`src/rtl/mqttp_pkg.sv`:
```
`timescale 1ns / 1ps

package mqttp_pkg;

   // Parse phase of the byte tracker.
   typedef enum logic [2:0] {
      PH_FIRST   = 3'd0,
      PH_LEN     = 3'd1,
      PH_TLEN_HI = 3'd2,
      PH_TLEN_LO = 3'd3,
      PH_TOPIC   = 3'd4,
      PH_ID      = 3'd5,
      PH_BODY    = 3'd6,
      PH_BAD     = 3'd7
   } phase_type;

   // Byte region tags.
   localparam logic [2:0] REGION_HEADER    = 3'd0;
   localparam logic [2:0] REGION_LENGTH    = 3'd1;
   localparam logic [2:0] REGION_TOPIC_LEN = 3'd2;
   localparam logic [2:0] REGION_TOPIC     = 3'd3;
   localparam logic [2:0] REGION_PACKET_ID = 3'd4;
   localparam logic [2:0] REGION_PAYLOAD   = 3'd5;
   localparam logic [2:0] REGION_BEYOND    = 3'd6;

   // Parse status codes.
   localparam logic [2:0] STATUS_OK            = 3'd0;
   localparam logic [2:0] STATUS_TOPIC_TRUNC   = 3'd1;
   localparam logic [2:0] STATUS_PAYLOAD_TRUNC = 3'd2;
   localparam logic [2:0] STATUS_NOT_PUBLISH   = 3'd3;
   localparam logic [2:0] STATUS_MALFORMED     = 3'd4;

   // Control packet types.
   localparam logic [3:0] TYPE_PUBLISH  = 4'd3;
   localparam logic [3:0] TYPE_PUBACK   = 4'd4;
   localparam logic [3:0] TYPE_SUBACK   = 4'd9;
   localparam logic [3:0] TYPE_UNSUBACK = 4'd11;

   localparam int REM_W = 28;

   function automatic logic is_ack_type(input logic [3:0] t);
      return ((t >= TYPE_PUBACK) && (t <= TYPE_SUBACK)) || (t == TYPE_UNSUBACK);
   endfunction

   // Tracker take enable and the load enables of the three pipeline stages.
   typedef struct packed {
      logic take;
      logic load_s1;
      logic load_s2;
      logic load_s3;
   } pipe_ctl_type;

   // Tracker state as it stands after one byte, before the end-of-buffer clear.
   typedef struct packed {
      logic [2:0]       region;
      logic             last;
      logic [7:0]       first;
      phase_type        phase;
      logic [REM_W-1:0] rem;
      logic [2:0]       vc;
      logic [15:0]      tsize;
      logic [15:0]      tstart;
      logic [15:0]      id;
      logic             lob;
   } snap_type;

   // Narrow part of the middle summary stage.
   typedef struct packed {
      logic [2:0]  region;
      logic        last;
      logic        bad;
      logic        pub;
      logic [1:0]  qos;
      logic [3:0]  msg_type;
      logic [15:0] tstart;
      logic [15:0] tsize;
      logic [15:0] id;
      logic        ack_ok;
   } mid_type;

endpackage

```
`src/rtl/mqttp_track.sv`:
```
`timescale 1ns / 1ps

module mqttp_track import mqttp_pkg::*; #(
   parameter int MAX_VARINT_BYTES = 4,
   parameter int OFFSET_BITS      = 16
) (
   input  logic                 clock,
   input  logic                 reset,
   input  pipe_ctl_type         ctl,
   input  logic [7:0]           data_byte,
   input  logic                 last_byte,
   output snap_type             snap,
   output logic [OFFSET_BITS:0] buf_len
);

   localparam int         LW     = OFFSET_BITS + 1;
   localparam int         KW     = (OFFSET_BITS > 28) ? OFFSET_BITS + 1 : 29;
   localparam logic [2:0] MAX_VC = 3'(MAX_VARINT_BYTES);

   logic [OFFSET_BITS-1:0] idx_ff, idx_in;
   logic [7:0]             first_ff, first_in, first_st;
   phase_type              phase_ff, phase_in, phase_st;
   logic [REM_W-1:0]       rem_ff, rem_in, rem_st;
   logic [2:0]             vc_ff, vc_in, vc_st;
   logic [15:0]            tsize_ff, tsize_in, tsize_st;
   logic [15:0]            tstart_ff, tstart_in, tstart_st;
   logic [15:0]            rc_ff, rc_in, rc_st;
   logic [15:0]            id_ff, id_in, id_st;
   logic                   lob_ff, lob_in, lob_st;
   logic [2:0]             region_st;

   snap_type               snap_ff;
   logic [LW-1:0]          len_ff;

   logic [REM_W-1:0]       rem_acc, rem_len;
   logic [2:0]             vc_len;
   logic                   vc_room;
   logic [15:0]            tsize_full, rc_inc, id_shift, tstart_new;
   logic [LW-1:0]          idx_inc;
   logic [KW-1:0]          tot_known;
   logic [1:0]             qos_cur;
   logic                   pub_cur, ack_cur, k_is_id_pos, in_tail;

   assign qos_cur     = first_ff[2:1];
   assign pub_cur     = (first_ff[7:4] == TYPE_PUBLISH);
   assign ack_cur     = is_ack_type(first_ff[7:4]);
   assign vc_room     = (vc_ff < MAX_VC);
   assign vc_len      = vc_room ? vc_ff + 3'd1 : vc_ff;
   assign rem_len     = vc_room ? rem_acc : rem_ff;
   assign tsize_full  = tsize_ff | {8'h00, data_byte};
   assign rc_inc      = rc_ff + 16'd1;
   assign id_shift    = {id_ff[7:0], data_byte};
   assign idx_inc     = LW'(idx_ff) + LW'(1);
   assign tstart_new  = 16'(idx_inc);
   assign tot_known   = KW'(rem_ff) + KW'(vc_ff) + KW'(1);
   assign k_is_id_pos = (idx_ff == OFFSET_BITS'(2)) || (idx_ff == OFFSET_BITS'(3));
   assign in_tail     = (phase_ff == PH_TLEN_HI) || (phase_ff == PH_TLEN_LO) ||
                        (phase_ff == PH_TOPIC) || (phase_ff == PH_ID) ||
                        (phase_ff == PH_BODY);

   // Seven-bit group of the length field lands at the position of its count.
   always_comb begin
      rem_acc = rem_ff;
      for (int j = 0; j < MAX_VARINT_BYTES; j++) begin
         if (vc_ff == 3'(j)) begin
            rem_acc = rem_ff | (REM_W'(data_byte[6:0]) << (7 * j));
         end
      end
   end

   // Next phase.
   always_comb begin
      phase_st = phase_ff;
      case (phase_ff)
         PH_FIRST: begin
            phase_st = PH_LEN;
         end
         PH_LEN: begin
            if (!data_byte[7]) begin
               phase_st = pub_cur ? PH_TLEN_HI : PH_BODY;
            end else if (vc_len >= MAX_VC) begin
               phase_st = PH_BAD;
            end
         end
         PH_TLEN_HI: begin
            phase_st = PH_TLEN_LO;
         end
         PH_TLEN_LO: begin
            if (tsize_full != 16'd0) begin
               phase_st = PH_TOPIC;
            end else begin
               phase_st = (qos_cur != 2'd0) ? PH_ID : PH_BODY;
            end
         end
         PH_TOPIC: begin
            if (rc_inc >= tsize_ff) begin
               phase_st = (qos_cur != 2'd0) ? PH_ID : PH_BODY;
            end
         end
         PH_ID: begin
            if (rc_inc >= 16'd2) begin
               phase_st = PH_BODY;
            end
         end
         PH_BODY: begin
            phase_st = PH_BODY;
         end
         default: begin
            phase_st = PH_BAD;
         end
      endcase
   end

   // Field updates and the byte's region tag.
   always_comb begin
      first_st  = first_ff;
      rem_st    = rem_ff;
      vc_st     = vc_ff;
      tsize_st  = tsize_ff;
      tstart_st = tstart_ff;
      rc_st     = rc_ff;
      id_st     = id_ff;
      lob_st    = lob_ff;
      region_st = REGION_BEYOND;
      case (phase_ff)
         PH_FIRST: begin
            first_st  = data_byte;
            rem_st    = '0;
            vc_st     = 3'd0;
            tsize_st  = 16'd0;
            tstart_st = 16'd0;
            rc_st     = 16'd0;
            id_st     = 16'd0;
            lob_st    = 1'b0;
            region_st = REGION_HEADER;
         end
         PH_LEN: begin
            region_st = REGION_LENGTH;
            rem_st    = rem_len;
            vc_st     = vc_len;
            if (!data_byte[7]) begin
               lob_st = (vc_len == 3'd1);
            end
         end
         PH_TLEN_HI: begin
            region_st = REGION_TOPIC_LEN;
            tsize_st  = {data_byte, 8'h00};
         end
         PH_TLEN_LO: begin
            region_st = REGION_TOPIC_LEN;
            tsize_st  = tsize_full;
            tstart_st = tstart_new;
            rc_st     = 16'd0;
         end
         PH_TOPIC: begin
            region_st = REGION_TOPIC;
            rc_st     = (rc_inc >= tsize_ff) ? 16'd0 : rc_inc;
         end
         PH_ID: begin
            region_st = REGION_PACKET_ID;
            id_st     = id_shift;
            rc_st     = rc_inc;
         end
         PH_BODY: begin
            region_st = REGION_PAYLOAD;
            if (!pub_cur && k_is_id_pos) begin
               id_st = id_shift;
               if (ack_cur && lob_ff) begin
                  region_st = REGION_PACKET_ID;
               end
            end
         end
         default: begin
            region_st = REGION_BEYOND;
         end
      endcase
      // After the length field, bytes past the declared packet length are tagged as beyond.
      if (in_tail && (KW'(idx_ff) >= tot_known)) begin
         region_st = REGION_BEYOND;
      end
   end

   // The last byte of a buffer sends the tracker back to a fresh packet.
   always_comb begin
      if (last_byte) begin
         idx_in    = '0;
         first_in  = 8'h00;
         phase_in  = PH_FIRST;
         rem_in    = '0;
         vc_in     = 3'd0;
         tsize_in  = 16'd0;
         tstart_in = 16'd0;
         rc_in     = 16'd0;
         id_in     = 16'd0;
         lob_in    = 1'b0;
      end else begin
         idx_in    = (idx_ff != '1) ? idx_inc[OFFSET_BITS-1:0] : idx_ff;
         first_in  = first_st;
         phase_in  = phase_st;
         rem_in    = rem_st;
         vc_in     = vc_st;
         tsize_in  = tsize_st;
         tstart_in = tstart_st;
         rc_in     = rc_st;
         id_in     = id_st;
         lob_in    = lob_st;
      end
   end

   always_ff @(posedge clock) begin
      if (reset) begin
         idx_ff    <= '0;
         first_ff  <= 8'h00;
         phase_ff  <= PH_FIRST;
         rem_ff    <= '0;
         vc_ff     <= 3'd0;
         tsize_ff  <= 16'd0;
         tstart_ff <= 16'd0;
         rc_ff     <= 16'd0;
         id_ff     <= 16'd0;
         lob_ff    <= 1'b0;
      end else if (ctl.take) begin
         idx_ff    <= idx_in;
         first_ff  <= first_in;
         phase_ff  <= phase_in;
         rem_ff    <= rem_in;
         vc_ff     <= vc_in;
         tsize_ff  <= tsize_in;
         tstart_ff <= tstart_in;
         rc_ff     <= rc_in;
         id_ff     <= id_in;
         lob_ff    <= lob_in;
      end
   end

   always_ff @(posedge clock) begin
      if (ctl.load_s1) begin
         snap_ff.region <= region_st;
         snap_ff.last   <= last_byte;
         snap_ff.first  <= first_st;
         snap_ff.phase  <= phase_st;
         snap_ff.rem    <= rem_st;
         snap_ff.vc     <= vc_st;
         snap_ff.tsize  <= tsize_st;
         snap_ff.tstart <= tstart_st;
         snap_ff.id     <= id_st;
         snap_ff.lob    <= lob_st;
         len_ff         <= idx_inc;
      end
   end

   assign snap    = snap_ff;
   assign buf_len = len_ff;

endmodule

```
`src/rtl/mqttp_sum.sv`:
```
`timescale 1ns / 1ps

module mqttp_sum import mqttp_pkg::*; #(
   parameter int OFFSET_BITS = 16
) (
   input  logic                 clock,
   input  pipe_ctl_type         ctl,
   input  snap_type             snap,
   input  logic [OFFSET_BITS:0] buf_len,
   output logic [2:0]           byte_region,
   output logic                 done_res,
   output logic [3:0]           msg_type,
   output logic [1:0]           qos_level,
   output logic [28:0]          total_length,
   output logic [15:0]          topic_offset,
   output logic [15:0]          topic_length,
   output logic [15:0]          packet_id,
   output logic [15:0]          payload_offset,
   output logic [15:0]          payload_length,
   output logic [2:0]           parse_status
);

   localparam int CW = (OFFSET_BITS + 2 > 30) ? OFFSET_BITS + 2 : 30;

   // Middle stage: header end, total length and the running byte positions.
   logic          hdr_known;
   logic [CW-1:0] hdr_end, total_c, i_c, itl_c, pos2_c, len_c;
   mid_type       mid_c;

   mid_type       mid_ff;
   logic [CW-1:0] s2_total_ff, s2_i_ff, s2_itl_ff, s2_pos2_ff, s2_len_ff;

   assign hdr_known = (snap.phase != PH_FIRST) && (snap.phase != PH_LEN);
   assign len_c     = CW'(buf_len);
   assign hdr_end   = hdr_known ? CW'(snap.vc) + CW'(1) : len_c;
   assign total_c   = CW'(snap.rem) + hdr_end;
   assign i_c       = hdr_end + CW'(2);
   assign itl_c     = hdr_end + CW'(2) + CW'(snap.tsize);
   assign pos2_c    = hdr_end + CW'(4) + CW'(snap.tsize);

   always_comb begin
      mid_c.region   = snap.region;
      mid_c.last     = snap.last;
      mid_c.bad      = (snap.phase == PH_BAD);
      mid_c.pub      = (snap.first[7:4] == TYPE_PUBLISH);
      mid_c.qos      = snap.first[2:1];
      mid_c.msg_type = snap.first[7:4];
      mid_c.tstart   = snap.tstart;
      mid_c.tsize    = snap.tsize;
      mid_c.id       = snap.id;
      mid_c.ack_ok   = is_ack_type(snap.first[7:4]) && (len_c >= CW'(4)) && snap.lob;
   end

   always_ff @(posedge clock) begin
      if (ctl.load_s2) begin
         mid_ff      <= mid_c;
         s2_total_ff <= total_c;
         s2_i_ff     <= i_c;
         s2_itl_ff   <= itl_c;
         s2_pos2_ff  <= pos2_c;
         s2_len_ff   <= len_c;
      end
   end

   // Final stage: truncation checks and field selection.
   logic          q_nz, topic_bad, pay_room, id_fits, pay_ok;
   logic [CW-1:0] pos;
   logic [15:0]   span;

   logic [2:0]  region_ff, status_ff, status_in;
   logic        done_ff;
   logic [3:0]  type_ff, type_in;
   logic [1:0]  qos_ff, qos_in;
   logic [28:0] total_ff, total_in;
   logic [15:0] toff_ff, toff_in, tlen_ff, tlen_in, pid_ff, pid_in;
   logic [15:0] poff_ff, poff_in, plen_ff, plen_in;

   assign q_nz      = (mid_ff.qos != 2'd0);
   assign topic_bad = (s2_i_ff >= s2_len_ff) || (s2_itl_ff > s2_len_ff);
   assign pay_room  = (s2_itl_ff < s2_len_ff);
   assign id_fits   = (s2_pos2_ff < s2_len_ff);
   assign pos       = q_nz ? s2_pos2_ff : s2_itl_ff;
   assign pay_ok    = pay_room && (!q_nz || id_fits) && (s2_total_ff >= pos);
   assign span      = (s2_total_ff <= s2_len_ff) ? s2_total_ff[15:0] : s2_len_ff[15:0];

   always_comb begin
      type_in   = 4'd0;
      qos_in    = 2'd0;
      total_in  = 29'd0;
      toff_in   = 16'd0;
      tlen_in   = 16'd0;
      pid_in    = 16'd0;
      poff_in   = 16'd0;
      plen_in   = 16'd0;
      status_in = STATUS_OK;
      if (mid_ff.last) begin
         type_in  = mid_ff.msg_type;
         qos_in   = mid_ff.qos;
         total_in = s2_total_ff[28:0];
         if (mid_ff.bad) begin
            status_in = STATUS_MALFORMED;
         end else if (!mid_ff.pub) begin
            status_in = STATUS_NOT_PUBLISH;
            if (mid_ff.ack_ok) begin
               pid_in = mid_ff.id;
            end
         end else if (topic_bad) begin
            status_in = STATUS_TOPIC_TRUNC;
         end else begin
            toff_in = mid_ff.tstart;
            tlen_in = mid_ff.tsize;
            if (pay_room && q_nz && id_fits) begin
               pid_in = mid_ff.id;
            end
            if (pay_ok) begin
               status_in = STATUS_OK;
               poff_in   = pos[15:0];
               plen_in   = span - pos[15:0];
            end else begin
               status_in = STATUS_PAYLOAD_TRUNC;
            end
         end
      end
   end

   always_ff @(posedge clock) begin
      if (ctl.load_s3) begin
         region_ff <= mid_ff.region;
         done_ff   <= mid_ff.last;
         type_ff   <= type_in;
         qos_ff    <= qos_in;
         total_ff  <= total_in;
         toff_ff   <= toff_in;
         tlen_ff   <= tlen_in;
         pid_ff    <= pid_in;
         poff_ff   <= poff_in;
         plen_ff   <= plen_in;
         status_ff <= status_in;
      end
   end

   assign byte_region    = region_ff;
   assign done_res       = done_ff;
   assign msg_type       = type_ff;
   assign qos_level      = qos_ff;
   assign total_length   = total_ff;
   assign topic_offset   = toff_ff;
   assign topic_length   = tlen_ff;
   assign packet_id      = pid_ff;
   assign payload_offset = poff_ff;
   assign payload_length = plen_ff;
   assign parse_status   = status_ff;

endmodule

```
`src/rtl/mqtt_packet_field_parser_top.sv`:
```
`timescale 1ns / 1ps

// Channel | Direction | Handshake            | Beat contents
// req     | in        | req_valid/req_ready  | req_data_byte, req_last_byte
// rsp     | out       | rsp_valid/rsp_ready  | rsp_byte_region, rsp_done_res and the summary
//
// One beat is taken every cycle while rsp_ready is high. A request beat passes
// three register stages (tracker, position sums, checks/select); its response
// beat is shown once the third stage has loaded it.
// Reset is synchronous and active high; it empties the pipeline and returns the
// tracker to waiting for the first byte of a packet.
// When rsp_ready is low, full stages hold while empty ones fill; req_ready
// drops once all three are full; stages behind a taken output keep moving.
module mqtt_packet_field_parser_top import mqttp_pkg::*; #(
   parameter int MAX_VARINT_BYTES = 4,
   parameter int OFFSET_BITS      = 16
) (
   input  logic        clock,
   input  logic        reset,
   input  logic        req_valid,
   output logic        req_ready,
   input  logic [7:0]  req_data_byte,
   input  logic        req_last_byte,
   output logic        rsp_valid,
   input  logic        rsp_ready,
   output logic [2:0]  rsp_byte_region,
   output logic        rsp_done_res,
   output logic [3:0]  rsp_msg_type,
   output logic [1:0]  rsp_qos_level,
   output logic [28:0] rsp_total_length,
   output logic [15:0] rsp_topic_offset,
   output logic [15:0] rsp_topic_length,
   output logic [15:0] rsp_packet_id,
   output logic [15:0] rsp_payload_offset,
   output logic [15:0] rsp_payload_length,
   output logic [2:0]  rsp_parse_status
);

   // Valid bits of the three stages. A stage may load when it is empty or
   // when the stage ahead of it loads in the same cycle.
   logic         v1_ff, v1_in, v2_ff, v2_in, v3_ff, v3_in;
   logic         en1, en2, en3;
   pipe_ctl_type ctl;

   snap_type               snap;
   logic [OFFSET_BITS:0]   buf_len;

   assign en3       = !v3_ff || rsp_ready;
   assign en2       = !v2_ff || en3;
   assign en1       = !v1_ff || en2;
   assign req_ready = en1;
   assign rsp_valid = v3_ff;

   assign ctl.take    = req_valid && en1;
   assign ctl.load_s1 = en1;
   assign ctl.load_s2 = en2;
   assign ctl.load_s3 = en3;

   assign v1_in = en1 ? req_valid : v1_ff;
   assign v2_in = en2 ? v1_ff : v2_ff;
   assign v3_in = en3 ? v2_ff : v3_ff;

   always_ff @(posedge clock) begin
      if (reset) begin
         v1_ff <= 1'b0;
         v2_ff <= 1'b0;
         v3_ff <= 1'b0;
      end else begin
         v1_ff <= v1_in;
         v2_ff <= v2_in;
         v3_ff <= v3_in;
      end
   end

   // Byte tracker: follows the packet layout and captures the state each
   // byte leaves behind, before the end-of-buffer clear.
   mqttp_track #(
      .MAX_VARINT_BYTES (MAX_VARINT_BYTES),
      .OFFSET_BITS      (OFFSET_BITS)
   ) u_track (
      .clock     (clock),
      .reset     (reset),
      .ctl       (ctl),
      .data_byte (req_data_byte),
      .last_byte (req_last_byte),
      .snap      (snap),
      .buf_len   (buf_len)
   );

   // Summary: header end and byte positions, then truncation checks and the
   // response register.
   mqttp_sum #(
      .OFFSET_BITS (OFFSET_BITS)
   ) u_sum (
      .clock          (clock),
      .ctl            (ctl),
      .snap           (snap),
      .buf_len        (buf_len),
      .byte_region    (rsp_byte_region),
      .done_res       (rsp_done_res),
      .msg_type       (rsp_msg_type),
      .qos_level      (rsp_qos_level),
      .total_length   (rsp_total_length),
      .topic_offset   (rsp_topic_offset),
      .topic_length   (rsp_topic_length),
      .packet_id      (rsp_packet_id),
      .payload_offset (rsp_payload_offset),
      .payload_length (rsp_payload_length),
      .parse_status   (rsp_parse_status)
   );

endmodule

```
`config.mk`:
```
export PLATFORM = sky130hd
export DESIGN_NAME = mqtt_packet_field_parser_top
export DESIGN_NICKNAME = d
export VERILOG_FILES = /design/src/rtl/mqttp_pkg.sv /design/src/rtl/mqttp_track.sv /design/src/rtl/mqttp_sum.sv /design/src/rtl/mqtt_packet_field_parser_top.sv
export SDC_FILE = /design/constraint.sdc
export NUM_CORES = 1
export LEC_CHECK = 0
export ABC_AREA = 1
export BUFFER_PORTS_ARGS = -buffer_cell sky130_fd_sc_hd__buf_2
export CELL_PAD_IN_SITES_DETAIL_PLACEMENT = 0
export CELL_PAD_IN_SITES_GLOBAL_PLACEMENT = 1
export CORE_MARGIN = 3
export CORE_UTILIZATION = 44
export DETAILED_ROUTE_END_ITERATION = 10
export GPL_TIMING_DRIVEN = 0
export HOLD_SLACK_MARGIN = 0.06
export MAX_ROUTING_LAYER = met4
export PLACE_DENSITY_LB_ADDON = 0.15
export SYNTH_ARGS = -nofsm -noshare
export SYNTH_HDL_FRONTEND = slang
export SYNTH_SLANG_ARGS = --single-unit
```
`constraint.sdc`:
```
create_clock -name clock -period 7.5 [get_ports clock]
set_clock_uncertainty 0.15 [all_clocks]
set_input_delay 0.75 -clock clock [delete_from_list [all_inputs] [get_ports clock]]
set_output_delay 0.75 -clock clock [all_outputs]
set_load 0.03 [all_outputs]
```
Word-level counts from Yosys, hierarchy flattened
Cells that the tools add are included.
{"block": "op_classes", "n_lt_le_gt_ge": 16, "addsub": 12, "eq_ne": 19, "bitwise": 8, "reduce_logical": 45, "muxes": 50}
{"op": "$mux 16", "n": 13}
{"op": "$mux 28", "n": 6}
{"op": "$pmux 16 s3", "n": 3}
{"op": "$add 30x16->30", "n": 2}
{"op": "$lt 30x17->1", "n": 2}
{"op": "$mux 30", "n": 2}
{"op": "$pmux 28 s2", "n": 1}
{"op": "$mux 3", "n": 13}
{"op": "$eq 16x2->1 const B", "n": 2}
{"op": "$pmux 16 s2", "n": 1}
{"op": "$add 28x30->30", "n": 1}
{"op": "$add 30x2->30 const B", "n": 1}
{"op": "$add 30x3->30 const B", "n": 1}
{"op": "$ge 30x17->1", "n": 1}
{"op": "$ge 30x30->1", "n": 1}
{"op": "$gt 30x17->1", "n": 1}
{"op": "$le 30x17->1", "n": 1}
{"op": "$add 28x3->29", "n": 1}
{"op": "$add 29x1->29 const B", "n": 1}
{"op": "$ge 16x29->1", "n": 1}
{"op": "$or 28x14->28", "n": 1}
{"op": "$or 28x21->28", "n": 1}
{"op": "$or 28x28->28", "n": 1}
{"op": "$or 28x7->28", "n": 1}
{"op": "other kinds (40)", "n": 91}
{"block": "totals", "in_bits": 13, "ff_bits": 558, "wordCells": 201, "output_inout_bits": 124}

Longest topological paths before layout
{"block": "logic_depth", "depth_word": 9, "depth_mapped": 27, "depth_no_buf": 26}

Cells and area by module
Synthesis repeated with hierarchy kept, for this count alone.
{"block": "unflattened", "cells_unflattened": 3088, "hier_area_um2": 28066.9}
{"mod": "mqttp_sum", "seq_area_each_um2": 8498.2, "area_per_inst_um2": 16191.8, "cells_per_inst": 1579, "n_inst": 1}
{"mod": "mqttp_track", "seq_area_each_um2": 5825.6, "area_per_inst_um2": 11752.5, "cells_per_inst": 1494, "n_inst": 1}
{"mod": "mqtt_packet_field_parser_top", "seq_area_each_um2": 60.1, "area_per_inst_um2": 122.6, "cells_per_inst": 15, "n_inst": 1}

Worst setup path after synthesis
OpenSTA, ideal clock, no wires.
{"block": "synth_path", "kind": "input-to-reg", "from": "in rsp_ready", "to": "reg u_track.rc_ff[5]", "cell_stages": 11, "setup_time_ps": 134, "required_time_ps": 7216, "arrival_ps": 7387, "path_slack_ps": -171, "path_buffers": 2, "cell_sequence": "inv_1 nand2_1 nor2_1 nand2_1 nand2_1 buf_2 a31oi_1 inv_2 buf_2 nand2_1 a21oi_1"}
{"element": "start: declaration", "line": "mqtt_packet_field_parser_top.sv:25", "rtl": "input logic rsp_ready,"}
{"element": "end signal: assignment", "line": "mqttp_track.sv:230", "rtl": "rc_ff <= rc_in;"}
{"element": "end: declaration", "line": "mqttp_track.sv:27", "rtl": "logic [15:0] rc_ff, rc_in, rc_st;"}

Worst setup path in the final report
{"block": "layout_path", "from": "reg u_sum.s2_total_ff[5]", "to": "reg u_sum.plen_ff[10], in the netlist u_sum.payload_length[10] (data pin)"}
{"block": "layout_between", "elab_chain_cells": 4, "word_cells_on_any_way": 7, "cone_classes": "add/sub: 1; order compare: 2; mux: 1; bitwise: 1; reduce/logical: 2"}
{"element": "start: declaration", "line": "mqttp_sum.sv:31", "rtl": "logic [CW-1:0] s2_total_ff, s2_i_ff, s2_itl_ff, s2_pos2_ff, s2_len_ff;"}
{"element": "start signal: assignment", "line": "mqttp_sum.sv:57", "rtl": "s2_total_ff <= total_c;"}
{"element": "parallel branches: the longest is 4 deep, another holds $le 30x17->1"}
{"element": "end signal: assignment", "line": "mqttp_sum.sv:137", "rtl": "plen_ff <= plen_in;"}
{"element": "end: declaration", "line": "mqttp_sum.sv:76", "rtl": "logic [15:0] poff_ff, poff_in, plen_ff, plen_in;"}
Parallel ways; which one is timed is not known.
A chain may end at the register's enable or synchronous reset.

==> flow_summary.ini <==
[worst_hold_path]
whs_endpoint = u_sum.mid_ff[2]
whs_path_depth = 0
min-delay-start = u_track.snap[2]
min_path_type = reg -> reg

[synth]
synth_edf_count = 393
synth-main-ff-cell = edfxtp_1
syn-cell-area_sq_um = 28100
synth_top_area_cell = edfxtp_1
synth-seq-cells = 517
ys_seq_area_share_pct = 50.7
async_flop_share_pct = 0
yosysTopAreaCellShare_pct = 41.9
yosys-top-cells-area = edfxtp_1, nand2_1, ha_1
syn-num-nets = 3266
yosys_warnings = 0
syn_avg_cell_area_sq_um = 9.27
synth_cell_types = 65
synthCells = 3037

[cells_and_area]
syn_to_final_growth_pct = 12.7
final_area_sq_um = 31700
final_core_util_pct = 50.2
n_antenna_cell = 0
final_nets = 3461
layout_commonest_cell = nand2_1
multi_input_area_sq_um = 12100
final_cells = 4125
area.sequential_sq_um = 14300
n_fill_cell = 5903
layout_common_cells = nand2_1, edfxtp_1, inv_1
drive_gt1_share_pct = 11.7

[placed_design]
dp_cells = 4020
placed_area_sq_um = 30000
gp_congestion = 0.947
place_hpwl_microns = 66100
numPortBuffers = 135

[worst_setup_path]
cp_cell_sequence = ha_1 -> nand2_1 -> nor2_1 -> nand2_1 -> nand3_1 -> nand2_1 -> nand2_1 -> nand2_1 -> nand2_1 -> nand2_1 -> buf_2 -> o21ai_0 -> ha_1 -> inv_1 -> fa_1 -> a31oi_1 -> o21ai_0 -> nand3_1 -> nand2_1 -> nand2_1 -> nand2_1 -> xor2_1 -> inv_1 -> nor2_1
cp_slowest_cell = edfxtp_1
critical_path_arrival_ps = 5160
cp-start-kind = register
r2r_cells = 24
crit_buf_inv = 3
cpPeakStageDelay_ps = 550
crit_family = simple AND/OR/NAND/NOR gates
path_class = reg -> reg
path_common_cell = nand2_1
r2r-end = u_sum.payload_length[10]
reg2reg_from = u_sum.s2_total_ff[5]
reg2reg_slack_ps = 2560
crit_fanout = 10
end_kind = register
cp.required_ps = 7720
startpoint = u_sum.s2_total_ff[5]

[global_routing]
overflow = 0
track_usage_pct = 25.5
grt_pass1_vias = 21012
grt_start_max_net_pins = 116
antenna_found_initial = 2
grt_pass1_wl_microns = 126000

[die]
dieArea_sq_um = 67000
start_util_pct = 44.5
die_h_microns = 259
num_rows = 92
core_sq_um = 63200
io_pins = 137
die_x_microns = 259

[cts]
cts_root_buf = clkbuf_16
cts.clk_slew.worst_paths_ps = 60
clockBufferDepth = 3
holdBufCountCts = 0
insertion_delay_ps = 640
cts_made_buffers = 56
cts_setup_buffers = 0
clock-sinks = 517
cts_repair_resize_count = 0
htree_levels = 2
cts_tree = built

[timing]
max_slew_margin_pct = 9.75
setup_viol = 0
fin_tns_setup_ps = 0
timing.final.crit_share_pct = 65.9
worst_pin_slew_ps = 1340
fmax_mhz = 202
rsz0062_at_grt = no
drv_slew = 0
hold_violations = 0
fin_crit_ps = 4940

[status]
status = finished clean

[pwr]
leakagePower_nw = 14.3
cell_internal_pwr_mw = 4.79
swShare_pct = 26.3
switchingPower_mw = 1.71
power_frac_seq_pct = 48.6
power_mw = 6.50
power_frac_comb_pct = 10.8
power.density_cell_area_nw_per_um2 = 205
ir_worst_vdd_v = 0.000167
p_clk_share_pct = 40.7

[drt]
drtPass1Iterations = 8
wl_microns = 83100
drc_errors = 0
antenna_left = 0
drt_iter0_markers = 1607
wl_per_cell_microns = 20.1
routed_via_density = 5.18
num_vias = 21358

[job]
cap_violations = 0
==> cell type report <==
cell class | instances | share of cell area (%)
sequential | 517 | 45.0
multi-input combinational | 2064 | 38.0
clock buffer | 79 | 4.85
inverter | 384 | 4.59
tap | 846 | 3.34
timing repair buffer | 137 | 2.30
buffer | 72 | 1.18
clock inverter | 26 | 0.706
==> worst register-to-register path: cells and delay by family, from the launching register on <==
family | cells | cell delay [ps]
compound gates | 3 | 840
xor+xnor | 1 | 180
fa+ha+maj | 3 | 990
buf+inv | 3 | 360
flops | 1 | 550
simple gates | 14 | 1640
==> routing by layer <==
layer / share of wire (%) / GRT usage [%]
met1: 42 / 30.8
met2: 50 / 44.7
met3: 3.8 / 2.49
met4: 3.8 / 8.86
met5: 0 / -
==> through the flow <==
stage | setup WS [ps] | hold WS (ps)
detailed placement | 2460 | 255
global route | 2270 | 273
finish | 2560 | 265
floorplan | -53.4 | 250
CTS | 2460 | 267
global placement | -3080 | 252
==> how the worst max path moves through the flow <==
stage | to | slack [ps] | cells past startpoint
6_report | u_sum.payload_length[10] | 2560 | 24
5_1_grt | u_sum.payload_length[10] | 2270 | 24
4_1_cts | u_sum.payload_length[10] | 2460 | 24
3_5_place_dp | u_sum.payload_length[10] | 2460 | 24
3_3_place_gp | u_sum.s2_total_ff[11] | -3080 | 5
2_1_floorplan | u_sum.mid_ff[0] | -50 | 4
==> logic make-up after synthesis <==
| logic type | count (synthesis) | share of synthesized area [%] |
|---|---|---|
| simple gates | 1296 | 20.6 |
| flops | 517 | 50.7 |
| buf+inv | 456 | 6.47 |
| compound gates | 434 | 8.61 |
| fa+ha+maj | 216 | 9.74 |
| xor+xnor | 103 | 3.26 |
| mux | 15 | 0.533 |
==> power by group through the flow <==
stage	logic, mW	registers, mW	clock network [mW]
detailed placement	0.710	3.21	0
CTS	0.713	3.15	2.72
global placement	0.701	3.22	0
global route	0.773	3.16	2.83
floorplan	0.425	3.25	0
finish	0.701	3.15	2.64
==> synthesized netlist by cell type (3+ instances only) <==
| library cell | count |
|---|---|
| inv_1 | 359 |
| o21bai_1 | 16 |
| nand3b_1 | 5 |
| nand4_1 | 42 |
| a31oi_1 | 10 |
| o21ai_2 | 13 |
| nor3_1 | 42 |
| fa_1 | 5 |
| buf_4 | 5 |
| nand3_1 | 137 |
| buf_12 | 3 |
| or2_2 | 3 |
| a22oi_1 | 8 |
| a21o_1 | 5 |
| edfxtp_1 | 393 |
| xnor2_1 | 21 |
| buf_2 | 22 |
| o22ai_1 | 11 |
| nor4_1 | 9 |
| buf_1 | 6 |
| a21boi_0 | 3 |
| a21oi_1 | 242 |
| dfxtp_1 | 124 |
| nand3_2 | 5 |
| nor2_4 | 40 |
| o21a_1 | 3 |
| nand2_2 | 12 |
| ha_1 | 211 |
| o32ai_1 | 6 |
| o21ai_1 | 8 |
| nor2_2 | 16 |
| a211oi_1 | 3 |
| xor2_1 | 80 |
| clkbuf_1 | 35 |
| inv_2 | 21 |
| o21ai_0 | 90 |
| and2_1 | 4 |
| nor2_1 | 226 |
| mux2i_1 | 15 |
| nand2_1 | 736 |
| o31ai_1 | 7 |
==> sequential cells by signal (all words and copies together), names as in the netlist, 17 cells and up <==
signal and cells:
u_sum.mid_ff 61, u_track.snap 93, u_track.rem_ff 28, u_sum.s2_len_ff 17, u_sum.s2_i_ff 18, u_sum.s2_total_ff 29, u_sum.s2_itl_ff 18, u_sum.s2_pos2_ff 18
u_track.buf_len 17, u_sum.total_length 29
Power figures use the tool's default switching activity.
